## config.mk

```make
export PLATFORM = sky130hd
export DESIGN_NAME = fixed_priority_task_scheduler_top_flat
export DESIGN_NICKNAME = d
export VERILOG_FILES = /design/src/rtl/fpts_pkg.sv /design/src/rtl/fpts_if.sv /design/src/rtl/fixed_priority_task_scheduler_top.sv /design/src/flat_wrapper.sv
export VERILOG_INCLUDE_DIRS = /design/src /design/src/rtl
export SDC_FILE = /design/constraint.sdc
export NUM_CORES = 2
export LEC_CHECK = 0
export BUFFER_PORTS_ARGS = -buffer_cell sky130_fd_sc_hd__buf_2
export CORE_MARGIN = 4
export CORE_UTILIZATION = 30
export DETAILED_ROUTE_END_ITERATION = 10
export GPL_ROUTABILITY_DRIVEN = 0
export HOLD_SLACK_MARGIN = 0.15
export REMOVE_ABC_BUFFERS = 1
export SYNTH_ARGS = -nofsm -noshare
export SYNTH_HDL_FRONTEND = slang
export SYNTH_SLANG_ARGS = --single-unit
```

## constraint.sdc

```tcl
create_clock -name i_clk -period 25.6 [get_ports i_clk]
set_input_delay 0 -clock i_clk [delete_from_list [all_inputs] [get_ports i_clk]]
set_output_delay 0 -clock i_clk [all_outputs]
set_load 0.1 [all_outputs]
```

## src/rtl/fixed_priority_task_scheduler_top_defines.svh

```systemverilog
// ----------------------------------------------------------------------------
// fixed priority task scheduler assertion macros
// shared concurrent assertion forms for the scheduler rtl
// ----------------------------------------------------------------------------
`ifndef FIXED_PRIORITY_TASK_SCHEDULER_TOP_DEFINES_SVH
`define FIXED_PRIORITY_TASK_SCHEDULER_TOP_DEFINES_SVH

// same-cycle implication, quiet while reset is asserted
`define FPTS_ASSERT_NOW(label, clk, rst_n, ante, cons, msg) \
    label: assert property (@(posedge clk) disable iff (!(rst_n)) (ante) |-> (cons)) \
        else $error(msg);

// next-cycle implication, quiet while reset is asserted
`define FPTS_ASSERT_NEXT(label, clk, rst_n, ante, cons, msg) \
    label: assert property (@(posedge clk) disable iff (!(rst_n)) (ante) |=> (cons)) \
        else $error(msg);

`endif

```

## src/rtl/fpts_pkg.sv

```systemverilog
// ----------------------------------------------------------------------------
// fpts_pkg
// types and constants of the fixed priority task scheduler
// ----------------------------------------------------------------------------
package fpts_pkg;

    localparam int TIME_W     = 32;
    localparam int FIELD_W    = 16;
    localparam int PRIO_W     = 8;
    localparam int IDX_W      = 4;
    localparam int ACTIVE_W   = 5;
    localparam int CFG_IDX_W  = 1;
    localparam int CFG_DATA_W = 32;

    localparam logic [TIME_W-1:0] MAX_TICKS_RESET = 32'd1000000;

    // input word modes
    localparam logic MODE_TICK = 1'b0;
    localparam logic MODE_LOAD = 1'b1;

    // configuration register indexes
    localparam logic [CFG_IDX_W-1:0] CFG_ACTIVE    = 1'b0;
    localparam logic [CFG_IDX_W-1:0] CFG_MAX_TICKS = 1'b1;

    typedef enum logic [2:0] {
        ST_IDLE,
        ST_CHK,
        ST_REL,
        ST_EXE,
        ST_OUT
    } t_state;

    // one task table row
    typedef struct packed {
        logic [FIELD_W-1:0] period;
        logic [FIELD_W-1:0] exec;
        logic [PRIO_W-1:0]  prio;
        logic [TIME_W-1:0]  next_release;
        logic [TIME_W-1:0]  next_deadline;
        logic [FIELD_W-1:0] remaining;
    } t_entry;

    typedef struct packed {
        logic [TIME_W-1:0] tick_time;
        logic              running_valid;
        logic [IDX_W-1:0]  running_task;
        logic              job_done;
        logic              deadline_missed;
        logic [IDX_W-1:0]  missed_task;
        logic              finished;
    } t_result;

endpackage

```

## src/rtl/fpts_if.sv

```systemverilog
// ----------------------------------------------------------------------------
// fpts_if
// valid/ready channels of the scheduler: command words in, result words out
// ----------------------------------------------------------------------------
interface fpts_in_if;
    logic                         valid;
    logic                         ready;
    logic                         mode;
    logic [fpts_pkg::IDX_W-1:0]   task_index;
    logic [fpts_pkg::FIELD_W-1:0] release_time;
    logic [fpts_pkg::FIELD_W-1:0] period;
    logic [fpts_pkg::FIELD_W-1:0] exec_time;
    logic [fpts_pkg::FIELD_W-1:0] rel_deadline;
    logic [fpts_pkg::PRIO_W-1:0]  priority_req;

    modport source (
        output valid, mode, task_index, release_time, period, exec_time,
               rel_deadline, priority_req,
        input  ready
    );
    modport sink (
        input  valid, mode, task_index, release_time, period, exec_time,
               rel_deadline, priority_req,
        output ready
    );
endinterface

interface fpts_out_if;
    logic                        valid;
    logic                        ready;
    logic [fpts_pkg::TIME_W-1:0] tick_time;
    logic                        running_valid;
    logic [fpts_pkg::IDX_W-1:0]  running_task;
    logic                        job_done;
    logic                        deadline_missed;
    logic [fpts_pkg::IDX_W-1:0]  missed_task;
    logic                        finished;

    modport source (
        output valid, tick_time, running_valid, running_task, job_done,
               deadline_missed, missed_task, finished,
        input  ready
    );
    modport sink (
        input  valid, tick_time, running_valid, running_task, job_done,
               deadline_missed, missed_task, finished,
        output ready
    );
endinterface

```

## src/rtl/fixed_priority_task_scheduler_top.sv

```systemverilog
// ----------------------------------------------------------------------------
// fixed_priority_task_scheduler_top
// tick driven preemptive fixed priority scheduler around one task table memory
// ----------------------------------------------------------------------------
//
//  channel   dir  handshake            word
//  i_cmd     in   valid/ready          load of one task row, or one tick
//  o_res     out  valid/ready          one result per tick, none per load
//  i_cfg_*   in   write enable only    active_tasks, max_ticks
//
//  a load is written to the table straight from idle; a tick makes one pass over
//  the active entries for deadline checks, one for releases and priority
//  selection, then a read and write back of the winner, all through the
//  single read / single write port of the task table
//  a tick past the limit or after a halt goes straight to the result stage
//  reset is synchronous; ready bits sit in flops, the table needs no clearing
//  results wait in an output register, the next word is taken meanwhile
//
`include "fixed_priority_task_scheduler_top_defines.svh"

module fixed_priority_task_scheduler_top #(
    parameter int N_TASKS = 16
) (
    input  logic                                i_clk,
    input  logic                                i_rst_n,
    fpts_in_if.sink                             i_cmd,
    fpts_out_if.source                          o_res,
    input  logic                                i_cfg_we,
    input  logic [fpts_pkg::CFG_IDX_W-1:0]      i_cfg_idx,
    input  logic [fpts_pkg::CFG_DATA_W-1:0]     i_cfg_data
);

    // table address width and a counter able to hold the active count
    localparam int IW = (N_TASKS > 1) ? $clog2(N_TASKS) : 1;
    localparam int CW = $clog2(N_TASKS + 1);

    // task table memory, one row per task
    fpts_pkg::t_entry r_mem [N_TASKS];
    fpts_pkg::t_entry r_rd_q;
    logic             rd_en;
    logic [IW-1:0]    rd_addr;
    logic             mem_we;
    logic [IW-1:0]    wr_addr;
    fpts_pkg::t_entry wr_data;

    fpts_pkg::t_state r_state, n_state;

    // scheduler state
    logic [N_TASKS-1:0]             r_ready, n_ready;
    logic [fpts_pkg::TIME_W-1:0]    r_cur, n_cur;
    logic                           r_stopped, n_stopped;
    logic                           r_held_valid, n_held_valid;
    logic [IW-1:0]                  r_held_task, n_held_task;

    // configuration
    logic [fpts_pkg::ACTIVE_W-1:0]  r_active, n_active;
    logic [fpts_pkg::TIME_W-1:0]    r_max, n_max;

    // scan pipeline: address issued, and the row whose data is now in r_rd_q
    logic [CW-1:0]                  r_idx, n_idx;
    logic                           r_pend, n_pend;
    logic [IW-1:0]                  r_pidx, n_pidx;

    // running priority selection during the release pass
    logic                           r_best_valid, n_best_valid;
    logic [IW-1:0]                  r_best, n_best;
    logic [fpts_pkg::PRIO_W-1:0]    r_best_pri, n_best_pri;
    logic                           r_held_ok, n_held_ok;
    logic [fpts_pkg::PRIO_W-1:0]    r_held_pri, n_held_pri;
    logic [IW-1:0]                  r_sel, n_sel;

    // result staging and output register
    fpts_pkg::t_result              r_res, n_res;
    fpts_pkg::t_result              r_out, n_out;
    logic                           r_out_valid, n_out_valid;

    logic [CW-1:0]                  n_act;
    logic                           scan_more;
    logic                           cmd_acc;
    logic                           load_ok;
    logic [IW-1:0]                  load_addr;
    logic                           ready_p;
    logic                           rel;
    logic                           keep_held;

    // active count clipped to the table depth
    always_comb begin
        if (32'(r_active) > 32'(N_TASKS)) begin
            n_act = CW'(N_TASKS);
        end else begin
            n_act = CW'(r_active);
        end
    end

    assign scan_more = (r_idx < n_act);
    assign cmd_acc   = i_cmd.valid && (r_state == fpts_pkg::ST_IDLE);
    assign load_ok   = (32'(i_cmd.task_index) < 32'(N_TASKS));
    assign load_addr = IW'(i_cmd.task_index);
    assign ready_p   = r_ready[r_pidx];
    assign keep_held = r_held_valid && r_held_ok && (r_held_pri <= r_best_pri);

    assign i_cmd.ready = (r_state == fpts_pkg::ST_IDLE);

    // next state and datapath
    always_comb begin
        n_state      = r_state;
        n_ready      = r_ready;
        n_cur        = r_cur;
        n_stopped    = r_stopped;
        n_held_valid = r_held_valid;
        n_held_task  = r_held_task;
        n_active     = r_active;
        n_max        = r_max;
        n_idx        = r_idx;
        n_pend       = r_pend;
        n_pidx       = r_pidx;
        n_best_valid = r_best_valid;
        n_best       = r_best;
        n_best_pri   = r_best_pri;
        n_held_ok    = r_held_ok;
        n_held_pri   = r_held_pri;
        n_sel        = r_sel;
        n_res        = r_res;
        n_out        = r_out;
        n_out_valid  = r_out_valid;
        rd_en        = 1'b0;
        rd_addr      = IW'(r_idx);
        mem_we       = 1'b0;
        wr_addr      = r_pidx;
        wr_data      = r_rd_q;
        rel          = 1'b0;

        // configuration writes
        if (i_cfg_we) begin
            unique case (i_cfg_idx)
                fpts_pkg::CFG_ACTIVE:    n_active = i_cfg_data[fpts_pkg::ACTIVE_W-1:0];
                fpts_pkg::CFG_MAX_TICKS: n_max    = i_cfg_data;
            endcase
        end

        // result register drains
        if (r_out_valid && o_res.ready) begin
            n_out_valid = 1'b0;
        end

        unique case (r_state)
            fpts_pkg::ST_IDLE: begin
                if (cmd_acc) begin
                    if (i_cmd.mode == fpts_pkg::MODE_LOAD) begin
                        if (load_ok) begin
                            mem_we                = 1'b1;
                            wr_addr               = load_addr;
                            wr_data.period        = i_cmd.period;
                            wr_data.exec          = i_cmd.exec_time;
                            wr_data.prio          = i_cmd.priority_req;
                            wr_data.next_release  = 32'(i_cmd.release_time);
                            wr_data.next_deadline = 32'(i_cmd.release_time)
                                                  + 32'(i_cmd.rel_deadline);
                            wr_data.remaining     = i_cmd.exec_time;
                            n_ready[load_addr]    = 1'b0;
                            if (r_held_valid && (r_held_task == load_addr)) begin
                                n_held_valid = 1'b0;
                            end
                        end
                    end else begin
                        n_res           = '0;
                        n_res.tick_time = r_cur;
                        if (r_stopped || (r_cur >= r_max)) begin
                            n_res.finished = 1'b1;
                            n_state        = fpts_pkg::ST_OUT;
                        end else begin
                            n_idx   = '0;
                            n_pend  = 1'b0;
                            n_state = fpts_pkg::ST_CHK;
                        end
                    end
                end
            end

            // deadline pass, stops at the lowest missing index
            fpts_pkg::ST_CHK: begin
                n_pend = 1'b0;
                if (scan_more) begin
                    rd_en  = 1'b1;
                    n_idx  = CW'(r_idx + CW'(1));
                    n_pend = 1'b1;
                    n_pidx = IW'(r_idx);
                end
                if (r_pend && ready_p && (r_cur > r_rd_q.next_deadline)) begin
                    n_stopped             = 1'b1;
                    n_res.deadline_missed = 1'b1;
                    n_res.missed_task     = fpts_pkg::IDX_W'(r_pidx);
                    n_pend                = 1'b0;
                    n_state               = fpts_pkg::ST_OUT;
                end else if (!scan_more) begin
                    n_idx        = '0;
                    n_best_valid = 1'b0;
                    n_held_ok    = 1'b0;
                    n_state      = fpts_pkg::ST_REL;
                end
            end

            // release pass with running minimum priority search
            fpts_pkg::ST_REL: begin
                n_pend = 1'b0;
                if (scan_more) begin
                    rd_en  = 1'b1;
                    n_idx  = CW'(r_idx + CW'(1));
                    n_pend = 1'b1;
                    n_pidx = IW'(r_idx);
                end
                if (r_pend) begin
                    rel = !ready_p && (r_cur == r_rd_q.next_release);
                    if (rel) begin
                        mem_we               = 1'b1;
                        wr_addr              = r_pidx;
                        wr_data.next_release = r_rd_q.next_release + 32'(r_rd_q.period);
                        n_ready[r_pidx]      = 1'b1;
                    end
                    if (ready_p || rel) begin
                        if (!r_best_valid || (r_rd_q.prio < r_best_pri)) begin
                            n_best_valid = 1'b1;
                            n_best       = r_pidx;
                            n_best_pri   = r_rd_q.prio;
                        end
                        if (r_held_valid && (r_pidx == r_held_task)) begin
                            n_held_ok  = 1'b1;
                            n_held_pri = r_rd_q.prio;
                        end
                    end
                end else if (!scan_more) begin
                    // held task wins ties, otherwise the lowest index at minimum
                    if (keep_held || r_best_valid) begin
                        n_sel   = keep_held ? r_held_task : r_best;
                        rd_en   = 1'b1;
                        rd_addr = keep_held ? r_held_task : r_best;
                        n_state = fpts_pkg::ST_EXE;
                    end else begin
                        n_held_valid = 1'b0;
                        n_cur        = r_cur + 32'd1;
                        n_state      = fpts_pkg::ST_OUT;
                    end
                end
            end

            // run the chosen task one tick and write its row back
            fpts_pkg::ST_EXE: begin
                mem_we              = 1'b1;
                wr_addr             = r_sel;
                n_res.running_valid = 1'b1;
                n_res.running_task  = fpts_pkg::IDX_W'(r_sel);
                if (r_rd_q.remaining <= 16'd1) begin
                    wr_data.remaining     = r_rd_q.exec;
                    wr_data.next_deadline = r_rd_q.next_deadline + 32'(r_rd_q.period);
                    n_ready[r_sel]        = 1'b0;
                    n_held_valid          = 1'b0;
                    n_res.job_done        = 1'b1;
                end else begin
                    wr_data.remaining = r_rd_q.remaining - 16'd1;
                    n_held_valid      = 1'b1;
                    n_held_task       = r_sel;
                end
                n_cur   = r_cur + 32'd1;
                n_state = fpts_pkg::ST_OUT;
            end

            fpts_pkg::ST_OUT: begin
                if (!r_out_valid || o_res.ready) begin
                    n_out       = r_res;
                    n_out_valid = 1'b1;
                    n_state     = fpts_pkg::ST_IDLE;
                end
            end

            default: n_state = fpts_pkg::ST_IDLE;
        endcase
    end

    // state register
    always_ff @(posedge i_clk) begin
        if (!i_rst_n) begin
            r_state <= fpts_pkg::ST_IDLE;
        end else begin
            r_state <= n_state;
        end
    end

    // control registers
    always_ff @(posedge i_clk) begin
        if (!i_rst_n) begin
            r_ready      <= '0;
            r_cur        <= '0;
            r_stopped    <= 1'b0;
            r_held_valid <= 1'b0;
            r_held_task  <= '0;
            r_active     <= '0;
            r_max        <= fpts_pkg::MAX_TICKS_RESET;
            r_idx        <= '0;
            r_pend       <= 1'b0;
            r_best_valid <= 1'b0;
            r_held_ok    <= 1'b0;
            r_out_valid  <= 1'b0;
        end else begin
            r_ready      <= n_ready;
            r_cur        <= n_cur;
            r_stopped    <= n_stopped;
            r_held_valid <= n_held_valid;
            r_held_task  <= n_held_task;
            r_active     <= n_active;
            r_max        <= n_max;
            r_idx        <= n_idx;
            r_pend       <= n_pend;
            r_best_valid <= n_best_valid;
            r_held_ok    <= n_held_ok;
            r_out_valid  <= n_out_valid;
        end
    end

    // payload registers
    always_ff @(posedge i_clk) begin
        r_pidx     <= n_pidx;
        r_best     <= n_best;
        r_best_pri <= n_best_pri;
        r_held_pri <= n_held_pri;
        r_sel      <= n_sel;
        r_res      <= n_res;
        r_out      <= n_out;
    end

    // task table: one write port, one registered read port
    always_ff @(posedge i_clk) begin
        if (mem_we) begin
            r_mem[wr_addr] <= wr_data;
        end
        if (rd_en) begin
            r_rd_q <= r_mem[rd_addr];
        end
    end

    assign o_res.valid           = r_out_valid;
    assign o_res.tick_time       = r_out.tick_time;
    assign o_res.running_valid   = r_out.running_valid;
    assign o_res.running_task    = r_out.running_task;
    assign o_res.job_done        = r_out.job_done;
    assign o_res.deadline_missed = r_out.deadline_missed;
    assign o_res.missed_task     = r_out.missed_task;
    assign o_res.finished        = r_out.finished;

    // a halt is permanent
    `FPTS_ASSERT_NEXT(a_stop_sticky, i_clk, i_rst_n, r_stopped, r_stopped, "halt was cleared")

    // the held task always has its ready bit set
    `FPTS_ASSERT_NOW(a_held_ready, i_clk, i_rst_n, r_held_valid, r_ready[r_held_task], "held task not ready")

    // a miss result carries no running task and no finished flag
    `FPTS_ASSERT_NOW(a_miss_clean, i_clk, i_rst_n, r_out_valid && r_out.deadline_missed, !r_out.running_valid && !r_out.finished, "miss result mixed")

    // scan reads are pending only during the scan passes
    `FPTS_ASSERT_NOW(a_pend_scan, i_clk, i_rst_n, r_pend, (r_state == fpts_pkg::ST_CHK) || (r_state == fpts_pkg::ST_REL), "scan read outside a pass")

endmodule
```

## src/flat_wrapper.sv

```systemverilog
// flat-port wrapper written by rule: the top's interface ports become plain ports
module fixed_priority_task_scheduler_top_flat 
#(
    parameter int N_TASKS = 16
)
  (i_clk, i_rst_n, i_cfg_we, i_cfg_idx, i_cfg_data, i_cmd_valid, i_cmd_mode, i_cmd_task_index, i_cmd_release_time, i_cmd_period, i_cmd_exec_time, i_cmd_rel_deadline, i_cmd_priority_req, i_cmd_ready, o_res_valid, o_res_tick_time, o_res_running_valid, o_res_running_task, o_res_job_done, o_res_deadline_missed, o_res_missed_task, o_res_finished, o_res_ready);
  fpts_in_if i_cmd_i ();
  fpts_out_if o_res_i ();
  input  logic i_clk;
  input  logic i_rst_n;
  input  logic i_cfg_we;
  input  logic [fpts_pkg::CFG_IDX_W-1:0] i_cfg_idx;
  input  logic [fpts_pkg::CFG_DATA_W-1:0] i_cfg_data;
  input wire logic [$bits(i_cmd_i.valid)-1:0] i_cmd_valid;
  input wire logic [$bits(i_cmd_i.mode)-1:0] i_cmd_mode;
  input wire logic [$bits(i_cmd_i.task_index)-1:0] i_cmd_task_index;
  input wire logic [$bits(i_cmd_i.release_time)-1:0] i_cmd_release_time;
  input wire logic [$bits(i_cmd_i.period)-1:0] i_cmd_period;
  input wire logic [$bits(i_cmd_i.exec_time)-1:0] i_cmd_exec_time;
  input wire logic [$bits(i_cmd_i.rel_deadline)-1:0] i_cmd_rel_deadline;
  input wire logic [$bits(i_cmd_i.priority_req)-1:0] i_cmd_priority_req;
  output wire logic [$bits(i_cmd_i.ready)-1:0] i_cmd_ready;
  output wire logic [$bits(o_res_i.valid)-1:0] o_res_valid;
  output wire logic [$bits(o_res_i.tick_time)-1:0] o_res_tick_time;
  output wire logic [$bits(o_res_i.running_valid)-1:0] o_res_running_valid;
  output wire logic [$bits(o_res_i.running_task)-1:0] o_res_running_task;
  output wire logic [$bits(o_res_i.job_done)-1:0] o_res_job_done;
  output wire logic [$bits(o_res_i.deadline_missed)-1:0] o_res_deadline_missed;
  output wire logic [$bits(o_res_i.missed_task)-1:0] o_res_missed_task;
  output wire logic [$bits(o_res_i.finished)-1:0] o_res_finished;
  input wire logic [$bits(o_res_i.ready)-1:0] o_res_ready;
  assign i_cmd_i.valid = i_cmd_valid;
  assign i_cmd_i.mode = i_cmd_mode;
  assign i_cmd_i.task_index = i_cmd_task_index;
  assign i_cmd_i.release_time = i_cmd_release_time;
  assign i_cmd_i.period = i_cmd_period;
  assign i_cmd_i.exec_time = i_cmd_exec_time;
  assign i_cmd_i.rel_deadline = i_cmd_rel_deadline;
  assign i_cmd_i.priority_req = i_cmd_priority_req;
  assign i_cmd_ready = i_cmd_i.ready;
  assign o_res_valid = o_res_i.valid;
  assign o_res_tick_time = o_res_i.tick_time;
  assign o_res_running_valid = o_res_i.running_valid;
  assign o_res_running_task = o_res_i.running_task;
  assign o_res_job_done = o_res_i.job_done;
  assign o_res_deadline_missed = o_res_i.deadline_missed;
  assign o_res_missed_task = o_res_i.missed_task;
  assign o_res_finished = o_res_i.finished;
  assign o_res_i.ready = o_res_ready;
  fixed_priority_task_scheduler_top #(.N_TASKS(N_TASKS)) u_core (.i_clk(i_clk), .i_rst_n(i_rst_n), .i_cmd(i_cmd_i), .o_res(o_res_i), .i_cfg_we(i_cfg_we), .i_cfg_idx(i_cfg_idx), .i_cfg_data(i_cfg_data));
endmodule
```

==> flow_metrics.tcl <==
set metrics [dict create \
    initial_core_util 0.302 \
    synth_fa_ha_area_frac 0.0183 \
    critPathBufInv 6 \
    hold_class "in2reg" \
    synthXorXnorAreaFrac 0.0102 \
    die-area_mm2 0.329 \
    path_class "reg2reg" \
    drc_errors 0 \
    crit_slowest_cell "o2111ai_4" \
    overflow 0 \
    grt_pass1_vias 52700 \
    cp_top_family "buffers and inverters" \
    cp_cell_sequence "inv_1, nand2_1, ha_1, or2_2, a21oi_1, nor2_1, clkinv_1, nor3_1, o2111ai_4, buf_4, buf_4, buf_4, buf_4, mux2i_1, mux2i_1, mux2i_1, mux2i_1" \
    final_common_cell "edfxtp_1" \
    critical_path.max_fanout 60 \
    die_h_um 574 \
    period_share 0.283 \
    syn_avg_cell_area_um2 16.4 \
    pwr-share-clk 0.409 \
    clock.fmax_ghz 0.138 \
    antenna_left 0 \
    core_area_mm2 0.318 \
    syn2layout_area_growth_pct 16.4 \
    tightest_slew_ps 1380 \
    drt-initial-drc-count 4477 \
    cts_resized 0 \
    row_count 207 \
    total_power_w 0.00840 \
    end_kind "flip-flop" \
    setup_violations 0 \
    status "finished, final reports clean" \
    drive_gt1_frac 0.108 \
    io_pins 161 \
    synth-edff-count 2156 \
    critPathMaxStageDelay_ps 910 \
    syn_area_mm2 0.0960 \
    avgViaCountPerCell 4.90 \
    slew_viol_final 0 \
    cp-start-kind "flip-flop" \
    intPower_w 0.00645 \
    synth_compound_area_frac 0.0306 \
    die_x_um 574 \
    seqPwrFrac 0.513 \
    cts_sinks 2259 \
    async_flop_share 0 \
    grt_max_degree 137 \
    synth_top_family_by_area "multiplexers" \
    port_buffers 160 \
    hold_violations 0 \
    fin_cells 10700 \
    ir_worst_vdd_uv 60.3 \
    dr.pass1.iters 6 \
    p_leak_nw 49.0 \
    antenna_found_initial 10 \
    arrival_ps 7870 \
    ys_warn_count 0 \
    final_cell_mix "edfxtp_1 (2156), mux2i_1 (1814), nand2_1 (300), clkbuf_16 (239), dlygate4sd3_1 (182)" \
    ys_seq_elements 2259 \
    clk_latency_ps 930 \
    vias 52500 \
    power_switching_share 0.232 \
    relSlewSlack 0.0822 \
    synth.distinct_cells 76 \
    clk_pin_slew_ps 60 \
    drv_cap 0 \
    track_usage 0.150 \
    rsz0062_at_grt "false" \
    post_cts_buffers 0 \
    pwr-share-comb 0.078 \
    htreeDepth 4 \
    cts_hold_buf 181 \
    power.density_mw_per_mm2 75.2 \
    tns_ps 0 \
    fin_nets 6563 \
    skew_ps 105 \
    placed_cells 10100 \
    place_hpwl_um 151000 \
    grt_pass1_wl_um 370000 \
    routedWlPerCell_um 24.2 \
    synthCells 5863 \
    yosysSeqAreaShare 0.696 \
    p_switching_w 0.00195 \
    tritoncts "built" \
    layout_min_cycle_time_ps 7250 \
    synth.mux.area_fraction 0.191 \
    clk_path_buf_depth 4 \
    synth-simple-area-share 0.0358 \
    clockRootBuffer "clkbuf_16" \
    cts_buffers 237 \
    finalWirelength_um 258000 \
    cp.required_ps 26220 \
    synth_ff_type "edfxtp_1" \
]
[path summary, 6_finish.rpt]
check                                                     start                                    to  slack [ps]  cells after the start
worst max-delay path            u_core.r_active[4]$_SDFFE_PN0P_          u_core.r_rd_q[100]$_DFFE_PP_       18350                     17
worst min-delay path                     i_cmd_release_time[14]         u_core.r_mem[6][62]$_DFFE_PP_         250                      3
worst max register to register  u_core.r_active[4]$_SDFFE_PN0P_          u_core.r_rd_q[100]$_DFFE_PP_       18350                     17
worst min register to register       u_core.r_res[33]$_DFFE_PP_  u_core.o_res.tick_time[21]$_DFFE_PP_         410                      0
[state kept, by name, summed over array words and instances (netlist names), 5 cells and up]
name	cells
u_core.r_mem	1920
u_core.r_rd_q	120
u_core.r_res	44
u_core.o_res.tick_time	32
u_core.r_cur	32
u_core.r_max	32
u_core.r_ready	16
u_core.r_best_pri	8
u_core.r_held_pri	8
u_core.r_active	5
u_core.r_idx	5
[cells in the mapped netlist, drive strengths merged, types with 58 or more instances]
cell type	instances	area share
and2	61	0.0040
clkbuf	97	0.0038
ha	136	0.018
buf	178	0.010
nand2	300	0.012
mux2i	1818	0.19
nor2	86	0.0034
dfxtp	103	0.021
a21oi	70	0.0036
xor2	64	0.0058
inv	100	0.0039
nand3	58	0.0030
edfxtp	2156	0.67
o21ai	117	0.0061
[metrics by stage]
| step | hold WS [ps] | area, um^2 | util | setup slack (ps) |
|---|---|---|---|---|
| after floorplan | 88.9 | 94700 | - | -46750 |
| final | 249 | 112000 | 0.351 | 18350 |
| after global routing | 252 | 112000 | 0.351 | 17930 |
| after detailed placement | 264 | 102000 | 0.321 | 18270 |
| after CTS | 178 | 112000 | 0.351 | 18330 |
| after global placement | 256 | 102000 | 0.321 | 18390 |
[cell families (layout without fill, tap and decap cells)]
kind of cell	Yosys count	count (layout)
AOI/OAI and AO/OA	438	438
muxes	1827	1827
adders and majority gates	139	139
and+or+nand+nor	712	712
buffers and inverters	376	1027
xor gates and xnor gates	112	112
DFF	2259	2259
other	0	4
[worst reg2reg max path: cells and delay by family, from the launching register on]
family          cells  cell delay [ps]
mux                 4              720
simple gates        4              700
compound gates      2             1240
fa+ha+maj           1              270
buf+inv             6             3780
flops               1              310
[power groups by stage]
stage	Clock (W)	Sequential [W]	Combinational (W)
floorplan	0	0.00440	0.000523
global placement	0	0.00438	0.000620
detailed placement	0	0.00439	0.000634
CTS	0.00351	0.00431	0.000659
global route	0.00367	0.00432	0.000707
finish	0.00343	0.00431	0.000658
[cell type report]
| type | count | area, um^2 |
|---|---|---|
| clock inverters | 151 | 1550 |
| multi-input cells | 3228 | 27800 |
| inverters | 101 | 379 |
| repair buffers | 482 | 3790 |
| clock buffers | 293 | 6210 |
| diodes | 4 | 10.0 |
| fillers | 29900 | 207000 |
| flip-flops and latches | 2259 | 66800 |
| well taps | 4180 | 5230 |
[metal layers]
| metal | vias up | track usage | part of all wire |
|---|---|---|---|
| met3 | 446 | 0.0187 | 0.049 |
| met4 | 2 | 0.0520 | 0.036 |
| met2 | 1509 | 0.252 | 0.48 |
| li1 | 23600 | - | - |
| met5 | - | 0 | 0.000050 |
| met1 | 26900 | 0.201 | 0.44 |
Note: power is estimated with default switching activity, not from simulation.
